==> src/hdl/nec_ir_pkg.sv <==
// nec_ir_pkg: shared types and constants for the nec infrared edge interval decoder
// register map, reset values and frame layout; no dependencies
`timescale 1ns / 1ps
`default_nettype none

package nec_ir_pkg;

    localparam int TIMER_WIDTH_DEF = 16;
    localparam int CFG_WIDTH       = 16;
    localparam int FRAME_BITS      = 32;
    localparam int BIT_IDX_WIDTH   = $clog2(FRAME_BITS);
    localparam int BYTE_WIDTH      = 8;

    localparam int NUM_REGS        = 8;
    localparam int REG_IDX_WIDTH   = $clog2(NUM_REGS);
    localparam int APB_ADDR_WIDTH  = REG_IDX_WIDTH + 2;
    localparam int APB_DATA_WIDTH  = 32;

    typedef logic [REG_IDX_WIDTH-1:0] t_reg_idx;
    typedef logic [CFG_WIDTH-1:0]     t_cfg_word;
    typedef t_cfg_word                t_cfg_array [NUM_REGS];
    typedef logic [BYTE_WIDTH-1:0]    t_byte;

    localparam t_reg_idx REG_HDR      = 3'd0;
    localparam t_reg_idx REG_HDR_TOL  = 3'd1;
    localparam t_reg_idx REG_ONE      = 3'd2;
    localparam t_reg_idx REG_ONE_TOL  = 3'd3;
    localparam t_reg_idx REG_ZERO     = 3'd4;
    localparam t_reg_idx REG_ZERO_TOL = 3'd5;
    localparam t_reg_idx REG_RPT      = 3'd6;
    localparam t_reg_idx REG_RPT_TOL  = 3'd7;

    localparam t_cfg_array CFG_RESET = '{
        16'd13500, 16'd2000, 16'd2250, 16'd500,
        16'd1120,  16'd300,  16'd11750, 16'd2000
    };

    localparam t_byte BYTE_ALL_ONES = 8'hFF;

endpackage : nec_ir_pkg

`default_nettype wire

==> src/hdl/nec_ir_ifs.sv <==
// nec_ir_cap_if and nec_ir_res_if: valid/ready channels of the decoder
// capture word in, decoded result word out; depends on nec_ir_pkg
`timescale 1ns / 1ps
`default_nettype none

interface nec_ir_cap_if #(
    parameter int TIMER_WIDTH = nec_ir_pkg::TIMER_WIDTH_DEF
);
    logic                   valid;
    logic                   ready;
    logic [TIMER_WIDTH-1:0] capture_time;

    modport source (output valid, output capture_time, input ready);
    modport sink   (input valid, input capture_time, output ready);
endinterface : nec_ir_cap_if

interface nec_ir_res_if;
    logic       valid;
    logic       ready;
    logic [7:0] address;
    logic [7:0] command;
    logic       is_repeat;

    modport source (output valid, output address, output command, output is_repeat,
                    input ready);
    modport sink   (input valid, input address, input command, input is_repeat,
                    output ready);
endinterface : nec_ir_res_if

`default_nettype wire

==> src/hdl/nec_ir_window.sv <==
// nec_ir_window: checks an interval against nominal +/- tolerance, exclusive
// exact absolute difference, no wrap; depends on nec_ir_pkg
`timescale 1ns / 1ps
`default_nettype none

module nec_ir_window #(
    parameter int TIMER_WIDTH = nec_ir_pkg::TIMER_WIDTH_DEF
) (
    input  wire logic [TIMER_WIDTH-1:0]           i_interval,
    input  wire nec_ir_pkg::t_cfg_word            i_nominal,
    input  wire nec_ir_pkg::t_cfg_word            i_tolerance,
    output logic                                  o_match
);
    import nec_ir_pkg::*;

    localparam int W = (TIMER_WIDTH > CFG_WIDTH) ? TIMER_WIDTH : CFG_WIDTH;

    logic [W-1:0] iv_ext;
    logic [W-1:0] nom_ext;
    logic [W-1:0] tol_ext;
    logic [W-1:0] diff;

    always_comb begin
        iv_ext  = W'(i_interval);
        nom_ext = W'(i_nominal);
        tol_ext = W'(i_tolerance);
        diff    = (iv_ext >= nom_ext) ? (iv_ext - nom_ext) : (nom_ext - iv_ext);
        o_match = (diff < tol_ext);
    end

endmodule : nec_ir_window

`default_nettype wire

==> src/hdl/nec_ir_edge_interval_decoder.sv <==
// nec_ir_edge_interval_decoder: top level, apb registers, input and result registers
// depends on nec_ir_pkg, nec_ir_ifs (nec_ir_cap_if, nec_ir_res_if), nec_ir_window
`timescale 1ns / 1ps
`default_nettype none

// Decodes NEC infrared frames from timer values captured at each falling edge
// of the receiver. Each capture word is latched in an input register, where
// its interval to the previous capture is matched against the header, one,
// zero and repeat windows set over APB (register i at byte 4*i, 16 bits
// each, window is |interval - nominal| < tolerance). A result word is
// registered as its capture leaves the input register: a good frame after
// its 32nd bit, or a repeat carrying the last frame's address and command.
// One capture word is taken every cycle; the input stalls only while a result
// is waiting in the output register and the next decode also has a result.

module nec_ir_edge_interval_decoder #(
    parameter int TIMER_WIDTH = nec_ir_pkg::TIMER_WIDTH_DEF
) (
    input  wire logic                                 i_clk,
    input  wire logic                                 i_rst_n,
    nec_ir_cap_if.sink                                i_cap,
    nec_ir_res_if.source                              o_res,
    input  wire logic                                 psel,
    input  wire logic                                 penable,
    input  wire logic                                 pwrite,
    input  wire logic [nec_ir_pkg::APB_ADDR_WIDTH-1:0] paddr,
    input  wire logic [nec_ir_pkg::APB_DATA_WIDTH-1:0] pwdata,
    output logic      [nec_ir_pkg::APB_DATA_WIDTH-1:0] prdata,
    output logic                                      pready
);
    import nec_ir_pkg::*;

    // configuration registers
    t_cfg_word r_cfg [NUM_REGS];
    t_reg_idx  reg_idx;
    logic      cfg_wr;

    assign reg_idx = paddr[APB_ADDR_WIDTH-1:2];
    assign pready  = 1'b1;
    assign cfg_wr  = psel && penable && pwrite && pready;
    assign prdata  = APB_DATA_WIDTH'(r_cfg[reg_idx]);

    always_ff @(posedge i_clk) begin
        if (!i_rst_n) begin
            for (int k = 0; k < NUM_REGS; k++) begin
                r_cfg[k] <= CFG_RESET[k];
            end
        end else if (cfg_wr) begin
            r_cfg[reg_idx] <= pwdata[CFG_WIDTH-1:0];
        end
    end

    // input register
    logic                   r_in_valid;
    logic [TIMER_WIDTH-1:0] r_in_time;
    logic                   adv;
    logic                   has_result;
    logic                   out_free;

    assign out_free    = !o_res.valid || o_res.ready;
    assign adv         = r_in_valid && (!has_result || out_free);
    assign i_cap.ready = !r_in_valid || adv;

    always_ff @(posedge i_clk) begin
        if (!i_rst_n) begin
            r_in_valid <= 1'b0;
        end else if (i_cap.ready) begin
            r_in_valid <= i_cap.valid;
        end
    end

    always_ff @(posedge i_clk) begin
        if (i_cap.valid && i_cap.ready) begin
            r_in_time <= i_cap.capture_time;
        end
    end

    // decoder state
    logic [TIMER_WIDTH-1:0]   r_prev;
    logic                     r_in_frame;
    logic [BIT_IDX_WIDTH-1:0] r_bit_idx;
    logic [FRAME_BITS-1:0]    r_word;
    t_byte                    r_last_addr;
    t_byte                    r_last_cmd;

    logic [TIMER_WIDTH-1:0] interval;
    logic                   m_hdr, m_one, m_zero, m_rpt;

    assign interval = r_in_time - r_prev;

    nec_ir_window #(.TIMER_WIDTH(TIMER_WIDTH)) u_win_hdr (
        .i_interval(interval), .i_nominal(r_cfg[REG_HDR]),
        .i_tolerance(r_cfg[REG_HDR_TOL]), .o_match(m_hdr)
    );
    nec_ir_window #(.TIMER_WIDTH(TIMER_WIDTH)) u_win_one (
        .i_interval(interval), .i_nominal(r_cfg[REG_ONE]),
        .i_tolerance(r_cfg[REG_ONE_TOL]), .o_match(m_one)
    );
    nec_ir_window #(.TIMER_WIDTH(TIMER_WIDTH)) u_win_zero (
        .i_interval(interval), .i_nominal(r_cfg[REG_ZERO]),
        .i_tolerance(r_cfg[REG_ZERO_TOL]), .o_match(m_zero)
    );
    nec_ir_window #(.TIMER_WIDTH(TIMER_WIDTH)) u_win_rpt (
        .i_interval(interval), .i_nominal(r_cfg[REG_RPT]),
        .i_tolerance(r_cfg[REG_RPT_TOL]), .o_match(m_rpt)
    );

    logic                     n_in_frame;
    logic [BIT_IDX_WIDTH-1:0] n_bit_idx;
    logic [FRAME_BITS-1:0]    n_word;
    t_byte                    n_last_addr;
    t_byte                    n_last_cmd;
    t_byte                    n_out_addr;
    t_byte                    n_out_cmd;
    logic                     n_out_rpt;
    logic [FRAME_BITS-1:0]    bit_mask;
    logic [BYTE_WIDTH:0]      addr_sum;
    logic [BYTE_WIDTH:0]      cmd_sum;

    always_comb begin
        n_in_frame  = r_in_frame;
        n_bit_idx   = r_bit_idx;
        n_word      = r_word;
        n_last_addr = r_last_addr;
        n_last_cmd  = r_last_cmd;
        n_out_addr  = r_last_addr;
        n_out_cmd   = r_last_cmd;
        n_out_rpt   = 1'b1;
        has_result  = 1'b0;
        bit_mask    = FRAME_BITS'(1) << r_bit_idx;
        addr_sum    = '0;
        cmd_sum     = '0;

        if (!r_in_frame) begin
            n_in_frame = m_hdr;
        end else if (m_one || m_zero) begin
            n_word = m_one ? (r_word | bit_mask) : (r_word & ~bit_mask);
            if (r_bit_idx == BIT_IDX_WIDTH'(FRAME_BITS - 1)) begin
                // frame complete: bytes are address, ~address, command, ~command
                n_last_addr = n_word[7:0];
                n_last_cmd  = n_word[23:16];
                n_in_frame  = 1'b0;
                n_bit_idx   = '0;
                addr_sum    = {1'b0, n_word[7:0]} + {1'b0, n_word[15:8]};
                cmd_sum     = {1'b0, n_word[23:16]} + {1'b0, n_word[31:24]};
                n_out_addr  = n_word[7:0];
                n_out_cmd   = n_word[23:16];
                n_out_rpt   = 1'b0;
                has_result  = (addr_sum == {1'b0, BYTE_ALL_ONES})
                           && (cmd_sum == {1'b0, BYTE_ALL_ONES});
            end else begin
                n_bit_idx = r_bit_idx + 1'b1;
            end
        end else if (m_rpt) begin
            n_in_frame = 1'b0;
            n_bit_idx  = '0;
            has_result = 1'b1;
        end else begin
            // bad interval aborts the frame
            n_in_frame = 1'b0;
            n_bit_idx  = '0;
        end
    end

    always_ff @(posedge i_clk) begin
        if (!i_rst_n) begin
            r_prev      <= '0;
            r_in_frame  <= 1'b0;
            r_bit_idx   <= '0;
            r_word      <= '0;
            r_last_addr <= '0;
            r_last_cmd  <= '0;
        end else if (adv) begin
            r_prev      <= r_in_time;
            r_in_frame  <= n_in_frame;
            r_bit_idx   <= n_bit_idx;
            r_word      <= n_word;
            r_last_addr <= n_last_addr;
            r_last_cmd  <= n_last_cmd;
        end
    end

    // result register
    logic  r_out_valid;
    t_byte r_out_addr;
    t_byte r_out_cmd;
    logic  r_out_rpt;

    always_ff @(posedge i_clk) begin
        if (!i_rst_n) begin
            r_out_valid <= 1'b0;
        end else if (adv && has_result) begin
            r_out_valid <= 1'b1;
        end else if (o_res.ready) begin
            r_out_valid <= 1'b0;
        end
    end

    always_ff @(posedge i_clk) begin
        if (adv && has_result) begin
            r_out_addr <= n_out_addr;
            r_out_cmd  <= n_out_cmd;
            r_out_rpt  <= n_out_rpt;
        end
    end

    assign o_res.valid     = r_out_valid;
    assign o_res.address   = r_out_addr;
    assign o_res.command   = r_out_cmd;
    assign o_res.is_repeat = r_out_rpt;

endmodule : nec_ir_edge_interval_decoder

`default_nettype wire

==> src/flat_wrapper.sv <==
// flat-port wrapper written by rule: the top's interface ports become plain ports
module nec_ir_edge_interval_decoder_flat import nec_ir_pkg::*;
#(
    parameter int TIMER_WIDTH = nec_ir_pkg::TIMER_WIDTH_DEF
)
  (i_clk, i_rst_n, psel, penable, pwrite, paddr, pwdata, prdata, pready, i_cap_valid, i_cap_capture_time, i_cap_ready, o_res_valid, o_res_address, o_res_command, o_res_is_repeat, o_res_ready);
  nec_ir_cap_if #(.TIMER_WIDTH(TIMER_WIDTH)) i_cap_i ();
  nec_ir_res_if o_res_i ();
  input  wire logic i_clk;
  input  wire logic i_rst_n;
  input  wire logic psel;
  input  wire logic penable;
  input  wire logic pwrite;
  input  wire logic [nec_ir_pkg::APB_ADDR_WIDTH-1:0] paddr;
  input  wire logic [nec_ir_pkg::APB_DATA_WIDTH-1:0] pwdata;
  output logic      [nec_ir_pkg::APB_DATA_WIDTH-1:0] prdata;
  output logic pready;
  input wire logic [$bits(i_cap_i.valid)-1:0] i_cap_valid;
  input wire logic [$bits(i_cap_i.capture_time)-1:0] i_cap_capture_time;
  output wire logic [$bits(i_cap_i.ready)-1:0] i_cap_ready;
  output wire logic [$bits(o_res_i.valid)-1:0] o_res_valid;
  output wire logic [$bits(o_res_i.address)-1:0] o_res_address;
  output wire logic [$bits(o_res_i.command)-1:0] o_res_command;
  output wire logic [$bits(o_res_i.is_repeat)-1:0] o_res_is_repeat;
  input wire logic [$bits(o_res_i.ready)-1:0] o_res_ready;
  assign i_cap_i.valid = i_cap_valid;
  assign i_cap_i.capture_time = i_cap_capture_time;
  assign i_cap_ready = i_cap_i.ready;
  assign o_res_valid = o_res_i.valid;
  assign o_res_address = o_res_i.address;
  assign o_res_command = o_res_i.command;
  assign o_res_is_repeat = o_res_i.is_repeat;
  assign o_res_i.ready = o_res_ready;
  nec_ir_edge_interval_decoder #(.TIMER_WIDTH(TIMER_WIDTH)) u_core (.i_clk(i_clk), .i_rst_n(i_rst_n), .i_cap(i_cap_i), .o_res(o_res_i), .psel(psel), .penable(penable), .pwrite(pwrite), .paddr(paddr), .pwdata(pwdata), .prdata(prdata), .pready(pready));
endmodule
==> config.mk <==
export PLATFORM = sky130hd
export DESIGN_NAME = nec_ir_edge_interval_decoder_flat
export DESIGN_NICKNAME = d
export VERILOG_FILES = /design/src/hdl/nec_ir_pkg.sv /design/src/hdl/nec_ir_ifs.sv /design/src/hdl/nec_ir_window.sv /design/src/hdl/nec_ir_edge_interval_decoder.sv /design/src/flat_wrapper.sv
export SDC_FILE = /design/constraint.sdc
export NUM_CORES = 1
export LEC_CHECK = 0
export ABC_AREA = 0
export BUFFER_PORTS_ARGS = -buffer_cell sky130_fd_sc_hd__buf_2
export CORE_MARGIN = 2
export CORE_UTILIZATION = 60
export CTS_CLUSTER_DIAMETER = 80
export CTS_CLUSTER_SIZE = 20
export DETAILED_ROUTE_END_ITERATION = 16
export GPL_TIMING_DRIVEN = 0
export PLACE_DENSITY = 0.79
export SETUP_SLACK_MARGIN = 0.3
export SLEW_MARGIN = 20
export SYNTH_ARGS = -nofsm -noshare
export SYNTH_HDL_FRONTEND = slang
export SYNTH_SLANG_ARGS = --single-unit
==> constraint.sdc <==
create_clock -name i_clk -period 12.2 [get_ports i_clk]
set_input_delay 0 -clock i_clk [delete_from_list [all_inputs] [get_ports i_clk]]
set_output_delay 0 -clock i_clk [all_outputs]
set_load 0.05 [all_outputs]
==> results.txt <==
- Max Cap Viol: 0
- Clock tree synthesis inserted a total of 17 buffers.
* Part of the power in combinational logic: 52.0%
- Static leakage: about 9.5 nW
- Final non-filler cell total: around 2.6k
* Critical-path top delay cell: fa_1
- By startpoint and endpoint, the worst setup path is classified as reg -> reg.
* Total clock sinks: ~230
- The synthesized netlist occupies a cell area of 19100 sq um.
- Cell mode on critical path: ha_1
- Timing analysis after detailed placement gives a worst setup slack of ~0.13 ns.
* Horizontal die dimension: between 150 and 200 um
- Average instance area after synthesis: 9.23 sq um
* # nets final: 2504
- For the pin with the worst max-slew slack, the measured transition is 1.21 ns.
- First-pass iteration count of the detailed router: 6
* Number of synthesized flops with an enable pin: 161
- Leading area contributor after synthesis: edfxtp_1
* Count of nets left with antenna violations after detail routing: 0
- The share of synthesized area in the top cell type comes to 25.3%.
- RSZ-0062 raised after global routing: no
- The initial antenna violation count was 4.
- The HPWL after detailed placement is 51.3 mm.
- Most area-consuming cells after synthesis: edfxtp_1 (25%), ha_1 (15%), dfxtp_1 (7.5%)
- Post-route worst setup slack: about 1 ns
- Final estimated routing congestion in global placement: 1.05
- TritonCTS built the clock tree.
- Number of distinct standard cells referenced by the synthesized netlist: 84
* Number of pins with negative max-slew slack in the final report: 0
- Worst path arrival time: 11.33 ns
- The internal power of the cells totals 1.73 mW.
- In this run the worst path has a maximum fanout of 17.
- The first global-routing pass estimated 98.3 mm of wire.
* Type of element capturing the critical path: register
- Clock group share of total power: between 10% and 20%
* Worst-case vdd ir drop: 140 uV
- The routed layout has ~17k vias.
* Final Hold Fails: 0
- Result of the run: finished clean
- Layout cell share with drive strength beyond 1: under 10%
- In this run the core area contains 65 standard-cell rows.
- Setup violations remaining at the end of the flow were counted as 0.
- Clock tree synthesis selected as its root buffer the cell clkbuf_16.
- By instance count, the leading cell after synthesis is ha_1.
- For this run, the leading register cell type out of synthesis is edfxtp_1.
- Number of I/O port buffers: 74
- During I/O placement, the number of pins put on the boundary was about 110.
- For the final routed database, the setup TNS stands at 0 ns.
- Entering global routing, the biggest net connects 22 pins.
- Once the floorplan was initialized, standard cells occupied 60.7% of the core.
- Power density relative to cell area: 147 nW/um^2
- STA classifies the critical path startpoint as a register.
- Global routing finished with a remaining overflow of 0.
* Fraction of registers with async set/reset: 0%
- Clock latency on the worst-skew pair, taken at its later pin, is between 0.5 and 0.6 ns.
- Global routing consumed, over all layers together, 39.5% of the routing resources.
- Of the total power, the share spent switching nets is 44.0%.
- Number of buffers on the longest clock path: 3
* Total Die Area: 33300 sq um
* Area delta synth->final: 10.1%
* Number of synthesized register bits: around 230
- For this run, the slowest stage of the critical path takes 0.52 ns.
* Via count normalized by instance count: 6.51
- Most common library cells after synthesis: ha_1 (222), inv_1 (185), edfxtp_1 (161), a21oi_1 (129), nor2_1 (105)
* Core Area: between 30000 and 40000 sq um
* Setup clock skew after layout: 0.0197 ns
- The Yosys step of the flow raised 0 warnings.
- In the routed design, unresolved DRC markers number 0.
* Placed cell count: 2563
- Summed over all layers, the routed wires come to 66.4 mm.
- The min-delay analysis places its worst path in the category in -> reg.
- The worst path in the final design needs a cycle of between 10 and 15 ns, including I/O delays and setup.
* Min Hold Slack: 0.0141 ns
- Final period utilization: 91.7%
- Number of global-route vias before repair: around 16k
* Cell count after synthesis: between 2k and 2.5k
* Routed length per placed instance: 25.3 um
* Highest Clock Rate: 0.0894 GHz
- At the worst endpoint, the required time is 12.34 ns.
- Net switching power: 1.36 mW
* Clock slew at the register clock pins of the worst setup and hold paths: 0.09 ns
- Relative slew margins: 19.0%
- The share of total power dissipated in sequential elements is 29.7%.
- Starting DRT DRC Count: roughly 2k
- Post-synthesis sequential area ratio: 32.9%
- Total number of H-tree levels: 1
- Height of the die: 182 um
-- registers in the layout, summed over array words and instances, names as in the netlist --
signal / count
u_core.o_res.address: 8
u_core.o_res.command: 8
u_core.o_res.is_repeat: 1
u_core.o_res.valid: 1
u_core.r_bit_idx: 5
u_core.r_cfg: 128
u_core.r_in_frame: 1
u_core.r_in_time: 16
u_core.r_in_valid: 1
u_core.r_last_addr: 8
u_core.r_last_cmd: 8
u_core.r_prev: 16
u_core.r_word: 32
-- cell usage in the layout, fill, tap and decap left out, drive strengths merged, types with 22 or more instances in the layout --
cell         instances
a21o                67
a21oi              131
a22oi               65
and2                28
and3                83
buf                112
clkbuf             100
dfxtp               72
dlygate4sd3         31
edfxtp             161
ha                 222
inv                188
mux2                34
mux2i               79
nand2               84
nand2b              78
nand3               37
nand4               39
nor2               106
nor2b               27
nor3                22
o21ai              108
o21bai              26
xnor2               48
xor2                31
-- layer usage --
| metal | part of all wire, % | GRT usage [%] |
|---|---|---|
| met3 | 10 | 8.16 |
| met2 | 45 | 63.6 |
| met1 | 39 | 50.4 |
| met5 | 0.020 | 0 |
| met4 | 6.3 | 20.1 |
-- cell type report --
cell class	instances	area, sq um
multi-input cells	1550	11800
fillers	2593	10500
flip-flops and latches	233	6280
repair buffers	108	714
inverters	186	698
plain buffers	115	544
well taps	402	503
clock buffers	20	437
clock inverters	6	60.1
diodes	1	2.50
-- power groups by stage --
stage,Sequential [mW],Clock (mW),Combinational [mW]
6_report,0.917,0.562,1.60
5_1_grt,0.917,0.587,1.73
2_1_floorplan,0.916,0,1.09
3_3_place_gp,0.931,0,1.49
3_5_place_dp,0.931,0,1.53
4_1_cts,0.913,0.562,1.55
-- kinds of logic after synthesis --
group | count (synthesis) | share of synthesized area, %
buffers and inverters | 301 | 6.50
AND/OR/NAND/NOR | 543 | 15.2
AO/OA/AOI/OAI | 565 | 19.9
XOR/XNOR | 79 | 3.62
flip-flops | 233 | 32.9
adder cells (fa/ha/maj) | 233 | 15.7
multiplexers | 113 | 6.15
other | 2 | 0.0393
-- path summary, 6_finish.rpt --
path	from	end	slack, ns	cells after the start
max	u_core.r_in_time[0]$_DFFE_PP_	u_core.o_res.address[2]$_DFFE_PP_	1.01	40
min	pwdata[0]	u_core.r_cfg[4][0]$_SDFFCE_PN0P_	0.01	2
max reg2reg	u_core.r_in_time[0]$_DFFE_PP_	u_core.o_res.address[2]$_DFFE_PP_	1.01	40
min reg2reg	u_core.r_word[4]$_SDFFE_PN0P_	u_core.r_word[4]$_SDFFE_PN0P_	0.49	2
-- through the flow --
step	util [%]	power, mW	area (sq um)
2_1_floorplan	-	2.00	19200
3_3_place_gp	63.6	2.42	20000
3_5_place_dp	64.1	2.46	20200
4_1_cts	66.6	3.03	21000
5_1_grt	66.8	3.24	21000
6_report	66.8	3.08	21000
-- repair_timing --
item / CTS / global route
setup buffers: 0 / 0
gates resized for setup: 1 / 7
hold buffers: 30 / 1
setup endpoints to repair: 17 / 71
endpoints found under the hold margin: 52 / 1
-- critical path, delay by kind of cell, from the launching register on --
family                   cells  cell delay [ns]
AO/OA/AOI/OAI               16             3.92
XOR/XNOR                     2             0.55
adder cells (fa/ha/maj)      6             2.20
buffers and inverters        3             0.46
flip-flops                   1             0.40
multiplexers                 2             0.77
AND/OR/NAND/NOR             11             2.51
(Power assumes the default switching activity.)
